--- src/hw/rtl/qrs_pkg.sv ---
// Shared types and constants of the quadratic root solver.
package qrs_pkg;

    localparam int WORD_BITS = 32;
    localparam int FRAC_BITS = 16;
    // discriminant magnitude b*b + 4|ac| needs one bit over a double word
    localparam int D_BITS    = 2 * WORD_BITS + 1;
    localparam int ROOT_BITS = WORD_BITS + 1;
    // numerator magnitude |-b +/- s| and its sign-extended form
    localparam int NUM_BITS  = WORD_BITS + 2;
    localparam int NUMS_BITS = WORD_BITS + 3;
    localparam int QUO_BITS  = NUM_BITS + FRAC_BITS;
    localparam int DEN_BITS  = WORD_BITS + 1;
    localparam int QUEUE_DEPTH = 4;
    localparam int QPTR_BITS   = $clog2(QUEUE_DEPTH);

    typedef enum logic [1:0] {
        KIND_TWO_REAL = 2'd0,
        KIND_DOUBLE   = 2'd1,
        KIND_COMPLEX  = 2'd2,
        KIND_A_ZERO   = 2'd3
    } kind_t;

    typedef struct packed {
        logic signed [WORD_BITS-1:0] coef_a;
        logic signed [WORD_BITS-1:0] coef_b;
        logic signed [WORD_BITS-1:0] coef_c;
    } in_t;

    typedef struct packed {
        logic [1:0]                  root_kind;
        logic signed [WORD_BITS-1:0] first_value;
        logic signed [WORD_BITS-1:0] second_value;
        logic                        saturated;
    } out_t;

    // fields that ride along the square root pipeline
    typedef struct packed {
        kind_t                     kind;
        logic                      a_neg;
        logic [WORD_BITS-1:0]      a_mag;
        logic signed [WORD_BITS:0] neg_b;
    } side_t;

    // one classified equation waiting in the queue
    typedef struct packed {
        side_t             side;
        logic [D_BITS-1:0] d_mag;
    } work_t;

    // fields that ride along the divider pipeline
    typedef struct packed {
        kind_t kind;
        logic  diff1;
        logic  diff2;
    } dside_t;

endpackage

--- src/hw/rtl/qrs_queue.sv ---
// Short queue of classified items between the front and back ends.
module qrs_queue (
    input  logic            aclk,
    input  logic            aresetn,
    input  logic            push_valid,
    output logic            push_space,
    input  qrs_pkg::work_t  push_data,
    input  logic            pop_req,
    output logic            pop_valid,
    output qrs_pkg::work_t  pop_data
);
    localparam int DEPTH = qrs_pkg::QUEUE_DEPTH;
    localparam int PB    = qrs_pkg::QPTR_BITS;

    qrs_pkg::work_t  slot_reg [DEPTH];
    logic [PB-1:0]   wr_reg, rd_reg;
    logic [PB:0]     count_reg;
    logic            do_push, do_pop;

    assign push_space = (count_reg != DEPTH[PB:0]);
    assign pop_valid  = (count_reg != '0);
    assign pop_data   = slot_reg[rd_reg];
    assign do_push    = push_valid && push_space;
    assign do_pop     = pop_req && pop_valid;

    // advance pointers and fill count
    always_ff @(posedge aclk) begin
        if (!aresetn) begin
            wr_reg    <= '0;
            rd_reg    <= '0;
            count_reg <= '0;
        end else begin
            if (do_push) wr_reg <= wr_reg + 1'b1;
            if (do_pop)  rd_reg <= rd_reg + 1'b1;
            count_reg <= count_reg + {{PB{1'b0}}, do_push} - {{PB{1'b0}}, do_pop};
        end
    end

    // store the entry
    always_ff @(posedge aclk) begin
        if (do_push) begin
            slot_reg[wr_reg] <= push_data;
        end
    end

endmodule

--- config.mk ---
export PLATFORM = sky130hd
export DESIGN_NAME = qrs_queue
export DESIGN_NICKNAME = d
export VERILOG_FILES = /design/src/hw/rtl/qrs_pkg.sv /design/src/hw/rtl/qrs_queue.sv
export SDC_FILE = /design/constraint.sdc
export NUM_CORES = 1
export LEC_CHECK = 0
export ABC_AREA = 1
export BUFFER_PORTS_ARGS = -buffer_cell sky130_fd_sc_hd__buf_2
export CORE_MARGIN = 2
export CORE_UTILIZATION = 55
export CTS_CLUSTER_SIZE = 16
export DETAILED_ROUTE_END_ITERATION = 8
export PLACE_DENSITY = 0.84
export SYNTH_ARGS = -nofsm -noshare
export SYNTH_HDL_FRONTEND = slang
export SYNTH_SLANG_ARGS = --single-unit
--- constraint.sdc ---
create_clock -name aclk -period 19.7 [get_ports aclk]
set_input_delay 1.97 -clock aclk [delete_from_list [all_inputs] [get_ports aclk]]
set_output_delay 1.97 -clock aclk [all_outputs]
set_load 0.02 [all_outputs]
Yosys cells after proc, flatten, opt, wreduce, memory -nomap -nowiden
Memory sizes are Yosys's and may differ from the RTL's. A register that Yosys moved wholly into a read port is not among the register bits. Cells that the tools add are included.

Register bits after elaboration: 7. Bits in writable memories: 532. Bits of input ports: 137. Output and inout bits: 135. Logic and storage cells: 16. Memories kept: 1.

Memories: slot_reg (words 4, bits a word 133, read ports 1, clocked after Yosys merged registers in 1, wr ports 1, RTL line qrs_queue.sv:15) `qrs_pkg::work_t slot_reg [DEPTH];`.

Add/subtract/negate cells: 4. Eq/ne operators: 1. Multiplexer cells: 4. Reductions and logical operators: 3.

Operators by type and width (count): adder 2 x 1 -> 2 bit (second input constant) (2); two-way mux 2 bit (2); adder 3 x 1 -> 3 bit (1); inequality test 3 bit (second input constant) (1); nonzero test 3 bit (1); subtractor 3 x 1 -> 3 bit (1); logical AND 1 bit (2); two-way mux 1 bit (2).

Longest topological paths before layout
Gate-level depths: netlist (run 1).

Depth after elaboration: 4. Depth in mapped cells: 10. Mapped depth without buffers: 10.

Least setup slack after synthesis (run 1)
OpenSTA, ideal clock, no wires.

Path kind: input -> register. Start point: input push_valid. End point: memory slot_reg[0][0] (netlist bit) (enable). Library setup time: 0.628 ns. Data arrival time: 7.625 ns. Path slack: 11.448 ns. Stages: 2. Buffers on the path: 0. Cells stage by stage: nand2_1 > nor2_1.

Longest elaborated chain between the ends: 3.

RTL lines: start: declaration (RTL line qrs_queue.sv:5) `input logic push_valid,`; logical AND 1 bit (RTL line qrs_queue.sv:23) `assign do_push = push_valid && push_space;`; two-way mux 1 bit (RTL line qrs_queue.sv:41) `if (do_push) begin`; two-way mux 1 bit (implied by the code) (RTL line qrs_queue.sv:42) `slot_reg[wr_reg] <= push_data;`; end: declaration (RTL line qrs_queue.sv:15).

Every way passes these cells.

==> results.json, run 1 <==
{
  "crit_family": "buffers and inverters",
  "largest_reg_flops": 532,
  "wl_per_cell_um": 19.91,
  "synth_top_area_share_pct": 79.11,
  "clockBufferDepth": 3,
  "grt_pass1_wl_um": 64490,
  "cp.arrival_ns": 3.66,
  "yosysMostFrequentCell": "edfxtp_1",
  "final_hold_viol_count": 0,
  "cts_made_buffers": 50,
  "cts_tree": "built",
  "cp_data_required_time_ns": 17.73,
  "crit_chain": "inv_8 > buf_4 > o21ai_1 > o22ai_1 > buf_2",
  "path_max_fanout": 191,
  "area_growth_pct": 15.16,
  "relSlewSlack_pct": 24.92,
  "wl_um": 42120,
  "busiest_layer": "met2",
  "powerDensity_nw_per_um2": 132.8,
  "syn_nets": 1494,
  "drv_cap": 0,
  "grt_pass1_vias": 12000,
  "post_drt_via_cell_ratio": 5.755,
  "die_area_um2": 38260,
  "synth_common_cells": "edfxtp_1 (532), nor2_1 (278), o21ai_0 (150)",
  "postSynthCellCount": 1350,
  "synth_edf_count": 532,
  "syn_avg_cell_area_um2": 14.96,
  "critPathSlowestCell": "inv_8",
  "yosysSeqAreaShare_pct": 80.00,
  "period_share_pct": 28.58,
  "nets": 1744,
  "post_cts_resized": 0,
  "drive_gt1_share_pct": 22.33,
  "drv_slew": 0,
  "antenna_found_initial": 7,
  "grt_overflow_total": 0,
  "synth_async_sr_flop_share_pct": 0,
  "post_synth_num_cell_types": 20,
  "synthTopCellsByArea": "edfxtp_1 (79%), nor2_1 (5.2%), o22ai_1 (4.1%)",
  "drtIter0Drc": 822,
  "ys_ff_latch": 541,
  "ant_nets": 0,
  "synth.largest_area_cell": "edfxtp_1",
  "crit_buf_inv": 3,
  "die_w_um": 195.6,
  "syn_area_um2": 20190,
  "drt-pass1-iter-count": 5,
  "final_area_um2": 23250,
  "p_leak_nw": 8.086,
  "status": "finished clean",
  "cp-end-kind": "output pin",
  "fin_util_pct": 63.98,
  "met1_usage_pct": 28.46,
  "cts.sinks": 541,
  "max_freq_mhz": 177.6,
  "numPortBuffers": 271,
  "dp_hpwl_um": 22850,
  "htree_levels": 2,
  "fp.dieH_um": 195.6,
  "min_period_ns": 5.629,
  "grtUsageMet3_pct": 5.268,
  "num_io_pins": 272,
  "hold_path.class": "register to register",
  "placed_area_um2": 21710,
  "worst_slew_pin_slew_ns": 1.126,
  "ir_worst_vdd_v": 0.0001174,
  "rsz0062_at_grt": "no",
  "cts_hold_buffers": 0,
  "std_cell_rows": 70,
  "finClkSkew_ns": 0.006863,
  "max_stage_delay_ns": 0.87,
  "gr-usage-met2_pct": 35.54,
  "route.detailed.drc": 0,
  "ys_warn_count": 0,
  "clk_pin_slew_ns": 0.06,
  "cts_setup_buffers": 0,
  "grt_usage_pct": 21.74,
  "start_kind": "register",
  "globalplace.congestion": 0.7512,
  "root_buffer": "clkbuf_16",
  "clk_latency_ns": 0.57,
  "start_util_pct": 55.56,
  "path_class": "register to output pin",
  "vias": 12170,
  "synthFlopType": "edfxtp_1",
  "setup_viol": 0,
  "core_um2": 36350,
  "setup_tns_ns": 0,
  "grt_max_degree": 192
}
## tightest hold or removal path, stage by stage, from the launching register on
cell     delay (ns)
dfxtp_1        0.32
a21oi_1        0.05
nor2_1         0.07
## final cells by class
cell class | instances | area, um^2
inverters | 16 | 70.07
repair buffers | 284 | 1454
flip-flops and latches | 541 | 16160
clock inverters | 35 | 230.2
clock buffers | 56 | 1295
multi-input cells | 707 | 3436
diodes | 8 | 20.02
well taps | 468 | 585.6
fillers | 2504 | 13090
## placed cells by master, fill, tap and decap left out, types with 5 or more instances in the layout
cell	instances
clkinv_1	12
clkinv_2	15
dfxtp_1	7
nor2_1	274
edfxtp_1	532
nand2_1	13
diode_2	8
clkbuf_1	5
buf_4	13
o22ai_1	133
inv_1	14
o21ai_0	150
clkbuf_16	51
ha_1	6
buf_2	271
o21ai_1	117
## stage by stage
step                total power, mW  cells  worst slack [ns]  hold slack, ns
floorplan                     1.994   1350             11.45          0.4481
detailed placement            2.214   2016             14.76          0.4749
finish                        3.089   2115             14.07          0.4843
global route                  3.216   2109             13.88          0.5155
CTS                           3.108   2107             14.13          0.4893
global placement              2.189   2016             14.88          0.4564
## per-layer routing
metal	up-vias	routed length [um]
met2	483	20420
met5	-	63
met4	8	1154
li1	5621	-
met3	94	3564
met1	5966	16910
## final timing paths
path              slack (ns)                     from  cells after the start                   endpoint
setup reg to reg       17.16  count_reg[1]$_SDFF_PN0_                      5  slot_reg[2][87]$_DFFE_PP_
hold / removal          0.48   rd_reg[0]$_SDFFE_PN0P_                      2     rd_reg[0]$_SDFFE_PN0P_
hold reg to reg         0.48   rd_reg[0]$_SDFFE_PN0P_                      2     rd_reg[0]$_SDFFE_PN0P_
setup / recovery       14.07                 register                      5               pop_data[73]
## kinds of logic after synthesis
kind of cell	share of synthesized area, %
compound gates	10.91
fa+ha+maj	0.4709
buf+inv	3.129
flops	80.00
simple gates	5.484
## power breakdown
group / internal (mW) / total (mW) / switching, mW / leakage (nW)
combinational: 0.204 / 0.739 / 0.535 / 2.38
clock: 0.499 / 0.898 / 0.398 / 0.758
sequential: 1.40 / 1.45 / 0.0495 / 4.95
total: 2.11 / 3.09 / 0.983 / 8.09
(Power assumes the default switching activity.)
==> inputs of run 2 (changes only) <==
- ABC_AREA: 1 -> 0
- clock period: 19.7 -> 5.5 ns (I/O delays scaled with it)
==> results.json, run 2 <==
{
  "syn_avg_cell_area_um2": 26.43,
  "ys_ff_latch": 541,
  "post_drt_via_cell_ratio": 5.677,
  "cp_data_required_time_ns": 4.95,
  "synthFlopType": "edfxtp_1",
  "layout_commonest_cell": "edfxtp_1",
  "die_w_um": 193.0,
  "combinationalPowerShare_pct": 22.9,
  "clockBufferDepth": 3,
  "synthTopCellsByArea": "edfxtp_1 (81%), mux4_2 (15%), dfxtp_1 (0.92%)",
  "dp_hpwl_um": 21410,
  "drt-pass1-iter-count": 5,
  "synth_edf_count": 532,
  "sw_frac_of_total_pct": 27.81,
  "cp.arrival_ns": 2.72,
  "post_cts_resized": 0,
  "area_growth_pct": 17.83,
  "grt_usage_pct": 19.64,
  "path_max_fanout": 57,
  "core_um2": 35400,
  "root_buffer": "clkbuf_16",
  "cts_tree": "built",
  "globalplace.congestion": 0.7224,
  "hold_path.class": "primary input to register",
  "htree_levels": 2,
  "layout_setup_ws_ns": 2.228,
  "p_switching_mw": 3.073,
  "syn_nets": 887,
  "postSynthCellCount": 743,
  "cts_hold_buffers": 0,
  "fin_util_pct": 65.37,
  "p_leak_nw": 7.686,
  "post_synth_num_cell_types": 19,
  "route.detailed.drc": 0,
  "grt_pass1_wl_um": 53470,
  "synth_async_sr_flop_share_pct": 0,
  "rsz0062_at_grt": "no",
  "p_clk_share_pct": 30.1,
  "vias": 8793,
  "clk_latency_ns": 0.57,
  "status": "finished clean",
  "path_class": "register to output pin",
  "start_kind": "register",
  "period_share_pct": 59.49,
  "pre_cts_slack_ns": 2.545,
  "drtIter0Drc": 473,
  "finClkSkew_ns": 0.01632,
  "cp-end-kind": "output pin",
  "setup_viol": 0,
  "worst_slew_pin_slew_ns": 1.065,
  "num_io_pins": 272,
  "yosysMostFrequentCell": "edfxtp_1",
  "final_cell_mix": "edfxtp_1 (532), buf_2 (271), mux4_2 (133)",
  "seqPwrFrac_pct": 47.0,
  "power_mw": 11.05,
  "synth.largest_area_cell": "edfxtp_1",
  "grt_overflow_total": 0,
  "p_int_mw": 7.975,
  "wl_per_cell_um": 23.40,
  "synth_common_cells": "edfxtp_1 (532), mux4_2 (133), buf_2 (15)",
  "drv_slew": 0,
  "synth_top_area_share_pct": 81.35,
  "wl_um": 36240,
  "start_util_pct": 55.48,
  "min_from": "push_data[6]",
  "grt_max_degree": 82,
  "ys_warn_count": 0,
  "cts_made_buffers": 53,
  "regToRegStartpoint": "count_reg[1]$_SDFF_PN0_",
  "cts_setup_buffers": 0,
  "relSlewSlack_pct": 29.03,
  "max_freq_mhz": 305.6,
  "yosysSeqAreaShare_pct": 82.26,
  "ir_worst_vdd_v": 0.0003517,
  "fp.dieH_um": 193.0,
  "min_period_ns": 3.272,
  "antenna_found_initial": 11,
  "drv_cap": 0,
  "drive_gt1_share_pct": 45.10,
  "std_cell_rows": 69,
  "nets": 1190,
  "clk_pin_slew_ns": 0.06,
  "setup_tns_ns": 0,
  "die_area_um2": 37230,
  "grt_pass1_vias": 9170,
  "syn_area_um2": 19640,
  "ant_nets": 0,
  "powerDensity_nw_per_um2": 477.4,
  "cts.sinks": 541,
  "largest_reg_flops": 532,
  "final_hold_viol_count": 0,
  "numPortBuffers": 271
}
## run 2: final timing paths
kind	to	slack (ns)	cells past startpoint
hold reg to reg	wr_reg[0]$_SDFFE_PN0P_	0.51	2
setup reg to reg	slot_reg[1][83]$_DFFE_PP_	2.66	4
setup / recovery	pop_data[96]	2.23	3
hold / removal	slot_reg[1][6]$_DFFE_PP_	0.18	1
## run 2: cells by family (layout without fill, tap and decap cells)
family          Yosys count  in the layout  share of synthesized area [%]
compound gates            3              3                         0.1275
other cells               0              6                              0
simple gates             17             17                         0.4651
mux                     135            135                          15.35
fa+ha+maj                 7              7                         0.4842
xor+xnor                  4              4                         0.1784
buf+inv                  36            375                          1.128
flops                   541            541                          82.26
## run 2: power groups by stage
| stage | registers (mW) | logic, mW | clock network (mW) |
|---|---|---|---|
| after floorplan | 5.20 | 1.87 | 0 |
| after global placement | 5.25 | 2.55 | 0 |
| after detailed placement | 5.29 | 2.58 | 0 |
| after CTS | 5.21 | 2.59 | 3.39 |
| after global routing | 5.24 | 2.72 | 3.55 |
| final | 5.19 | 2.53 | 3.32 |
## run 2: worst max-delay path: stages (launching register included)
cell     delay (ns)
dfxtp_4        0.81
buf_12         0.45
mux4_2         0.61
buf_2          0.18
## run 2: area by class of cell
class,instances,area [um^2]
inverters,5,18.77
fillers,2302,12260
clock buffers,65,1371
multi-input cells,166,3272
repair buffers,279,1504
flip-flops and latches,541,16160
well taps,461,576.8
diodes,6,15.01
clock inverters,26,219.0
## run 2: routing by layer
layer | vias to the layer above | part of all wire, % | track usage [%]
met1 | 4576 | 39 | 25.96
met2 | 304 | 50 | 31.58
met4 | 14 | 2.4 | 6.265
li1 | 3820 | - | -
met3 | 79 | 8.0 | 6.317
met5 | - | 0.26 | 0
## run 2: per-stage QoR
step | instances | instance area (um^2) | hold WS [ns]
floorplan | 743 | 19640 | 0.4677
global placement | 1452 | 21530 | 0.4872
detailed placement | 1452 | 21530 | 0.5050
CTS | 1543 | 23120 | 0.1415
global route | 1546 | 23130 | 0.1486
finish | 1549 | 23140 | 0.1842
==> inputs of run 3 (changes only) <==
- clock period: 5.5 -> 3.3 ns (I/O delays scaled with it)
==> results.json, run 3 (synthesized netlist as in run 2, its figures left out) <==
{
  "status": "finished clean",
  "powerDensity_nw_per_um2": 759.4,
  "vias": 9487,
  "reg2reg_depth": 12,
  "p_leak_nw": 8.320,
  "sw_frac_of_total_pct": 28.05,
  "drv_cap": 0,
  "cts_made_buffers": 51,
  "fin_util_pct": 69.54,
  "wl_per_cell_um": 23.74,
  "clockBufferDepth": 3,
  "wl_um": 40180,
  "path_class": "register to output pin",
  "dp_hpwl_um": 21600,
  "fillers": 2067,
  "largest_reg_flops": 532,
  "combinationalPowerShare_pct": 24.6,
  "r2r_setup_slack_ns": 0.86,
  "cts.sinks": 541,
  "final_hold_viol_count": 0,
  "clk_pin_slew_ns": 0.06,
  "ant_nets": 0,
  "relSlewSlack_pct": 62.64,
  "p_int_mw": 13.45,
  "cp.arrival_ns": 2.41,
  "setup_viol": 0,
  "cp_data_required_time_ns": 2.97,
  "hold_path.class": "primary input to register",
  "ir_worst_vdd_v": 0.0006323,
  "numPortBuffers": 271,
  "route.detailed.drc": 0,
  "fp.dieH_um": 193.0,
  "core_um2": 35400,
  "post_drt_via_cell_ratio": 5.604,
  "regArea_um2": 16160,
  "num_io_pins": 272,
  "pre_cts_slack_ns": 0.8637,
  "drt-pass1-iter-count": 5,
  "finClkSkew_ns": 0.01861,
  "drive_gt1_share_pct": 40.54,
  "start_kind": "register",
  "p_switching_mw": 5.243,
  "p_clk_share_pct": 29.5,
  "min_period_ns": 2.738,
  "die_area_um2": 37230,
  "min_from": "aresetn",
  "die_w_um": 193.0,
  "path_max_fanout": 40,
  "area_growth_pct": 25.33,
  "std_cell_rows": 69,
  "regToRegStartpoint": "count_reg[1]$_SDFF_PN0_",
  "start_util_pct": 55.48,
  "multiInputGateArea_um2": 3272,
  "htree_levels": 2,
  "layout_setup_ws_ns": 0.5619,
  "globalplace.congestion": 0.7265,
  "power_mw": 18.69,
  "final_area_um2": 24610,
  "placed_area_um2": 21700,
  "clk_latency_ns": 0.57,
  "cts_setup_buffers": 0,
  "period_share_pct": 82.97,
  "root_buffer": "clkbuf_16",
  "layout_commonest_cell": "edfxtp_1",
  "nets": 1333,
  "grt_overflow_total": 0,
  "setup_tns_ns": 0,
  "grt_usage_pct": 21.73,
  "grt_pass1_wl_um": 59200,
  "holdPathStages": 2,
  "reg2reg_to": "count_reg[2]$_SDFF_PN0_",
  "worst_slew_pin_slew_ns": 0.5604,
  "rsz0062_at_grt": "no",
  "drv_slew": 0,
  "drtIter0Drc": 669,
  "grt_max_degree": 85,
  "final_cell_mix": "edfxtp_1 (532), buf_2 (271), mux4_2 (133), dlygate4sd3_1 (133), clkbuf_16 (53)",
  "cts_tree": "built",
  "max_freq_mhz": 365.2,
  "seqPwrFrac_pct": 46.0,
  "cp-end-kind": "output pin",
  "antenna_found_initial": 7,
  "grt_pass1_vias": 10240
}
==> run 3: cell count changes in the layout (fill, tap and decap cells not counted), sizes merged <==
| cell | previous run | this run |
|---|---|---|
| dlygate4sd3 | 0 | 133 |
| buf | 279 | 291 |
| clkinv | 17 | 20 |
| clkinvlp | 3 | 1 |
| clkbuf | 65 | 64 |
| inv | 8 | 7 |
==> run 3: worst max-delay path, stage by stage (launching register included) <==
cell     delay [ns]
dfxtp_4        0.66
buf_12         0.37
mux4_2         0.60
buf_2          0.18
==> run 3: layout make-up <==
| type | count | area share, % |
|---|---|---|
| sequential | 541 | 65.67 |
| multi-input combinational | 166 | 13.29 |
| timing repair buffer | 424 | 12.19 |
| clock buffer | 64 | 5.556 |
| tap | 461 | 2.343 |
| clock inverter | 26 | 0.8133 |
| inverter | 5 | 0.07625 |
| antenna | 6 | 0.06100 |
==> run 3: metrics by stage <==
step                instances  hold slack (ns)
floorplan                 743           0.4289
global placement         1464           0.4844
detailed placement       1464           0.4923
CTS                      1687          0.05143
global route             1690          0.07562
finish                   1693          0.08841
==> run 3: worst max-delay path by stage <==
stage	slack [ns]	from	end
after floorplan	0.27	count_reg[1]$_SDFF_PN0_	slot_reg[0][0]$_DFFE_PP_
after global placement	0.98	count_reg[1]$_SDFF_PN0_	count_reg[2]$_SDFF_PN0_
after detailed placement	0.86	count_reg[1]$_SDFF_PN0_	count_reg[2]$_SDFF_PN0_
after CTS	0.47	register	pop_data[13]
after global routing	0.39	register	pop_data[90]
final	0.56	register	pop_data[11]
==> run 3: what timing repair did <==
action                                 CTS  global route
setup endpoints to repair                0             0
resized for setup                        0             0
hold buffers                           133             0
endpoints found under the hold margin  532             0
==> run 3: metal layers <==
| metal | global-route usage [%] | vias to the layer above | routed length (um) |
|---|---|---|---|
| met3 | 7.005 | 62 | 3405 |
| met5 | 0 | - | 7 |
| li1 | - | 4114 | - |
| met4 | 6.410 | 2 | 943 |
| met1 | 27.25 | 4936 | 15290 |
| met2 | 36.71 | 373 | 20540 |
==> run 3: power by group through the flow <==
stage               registers (mW)  logic [mW]  clock network (mW)
global route                  8.65        4.90                5.87
CTS                           8.58        4.64                5.61
floorplan                     8.60        3.11                   0
global placement              8.66        4.45                   0
finish                        8.59        4.60                5.51
detailed placement            8.72        4.48                   0
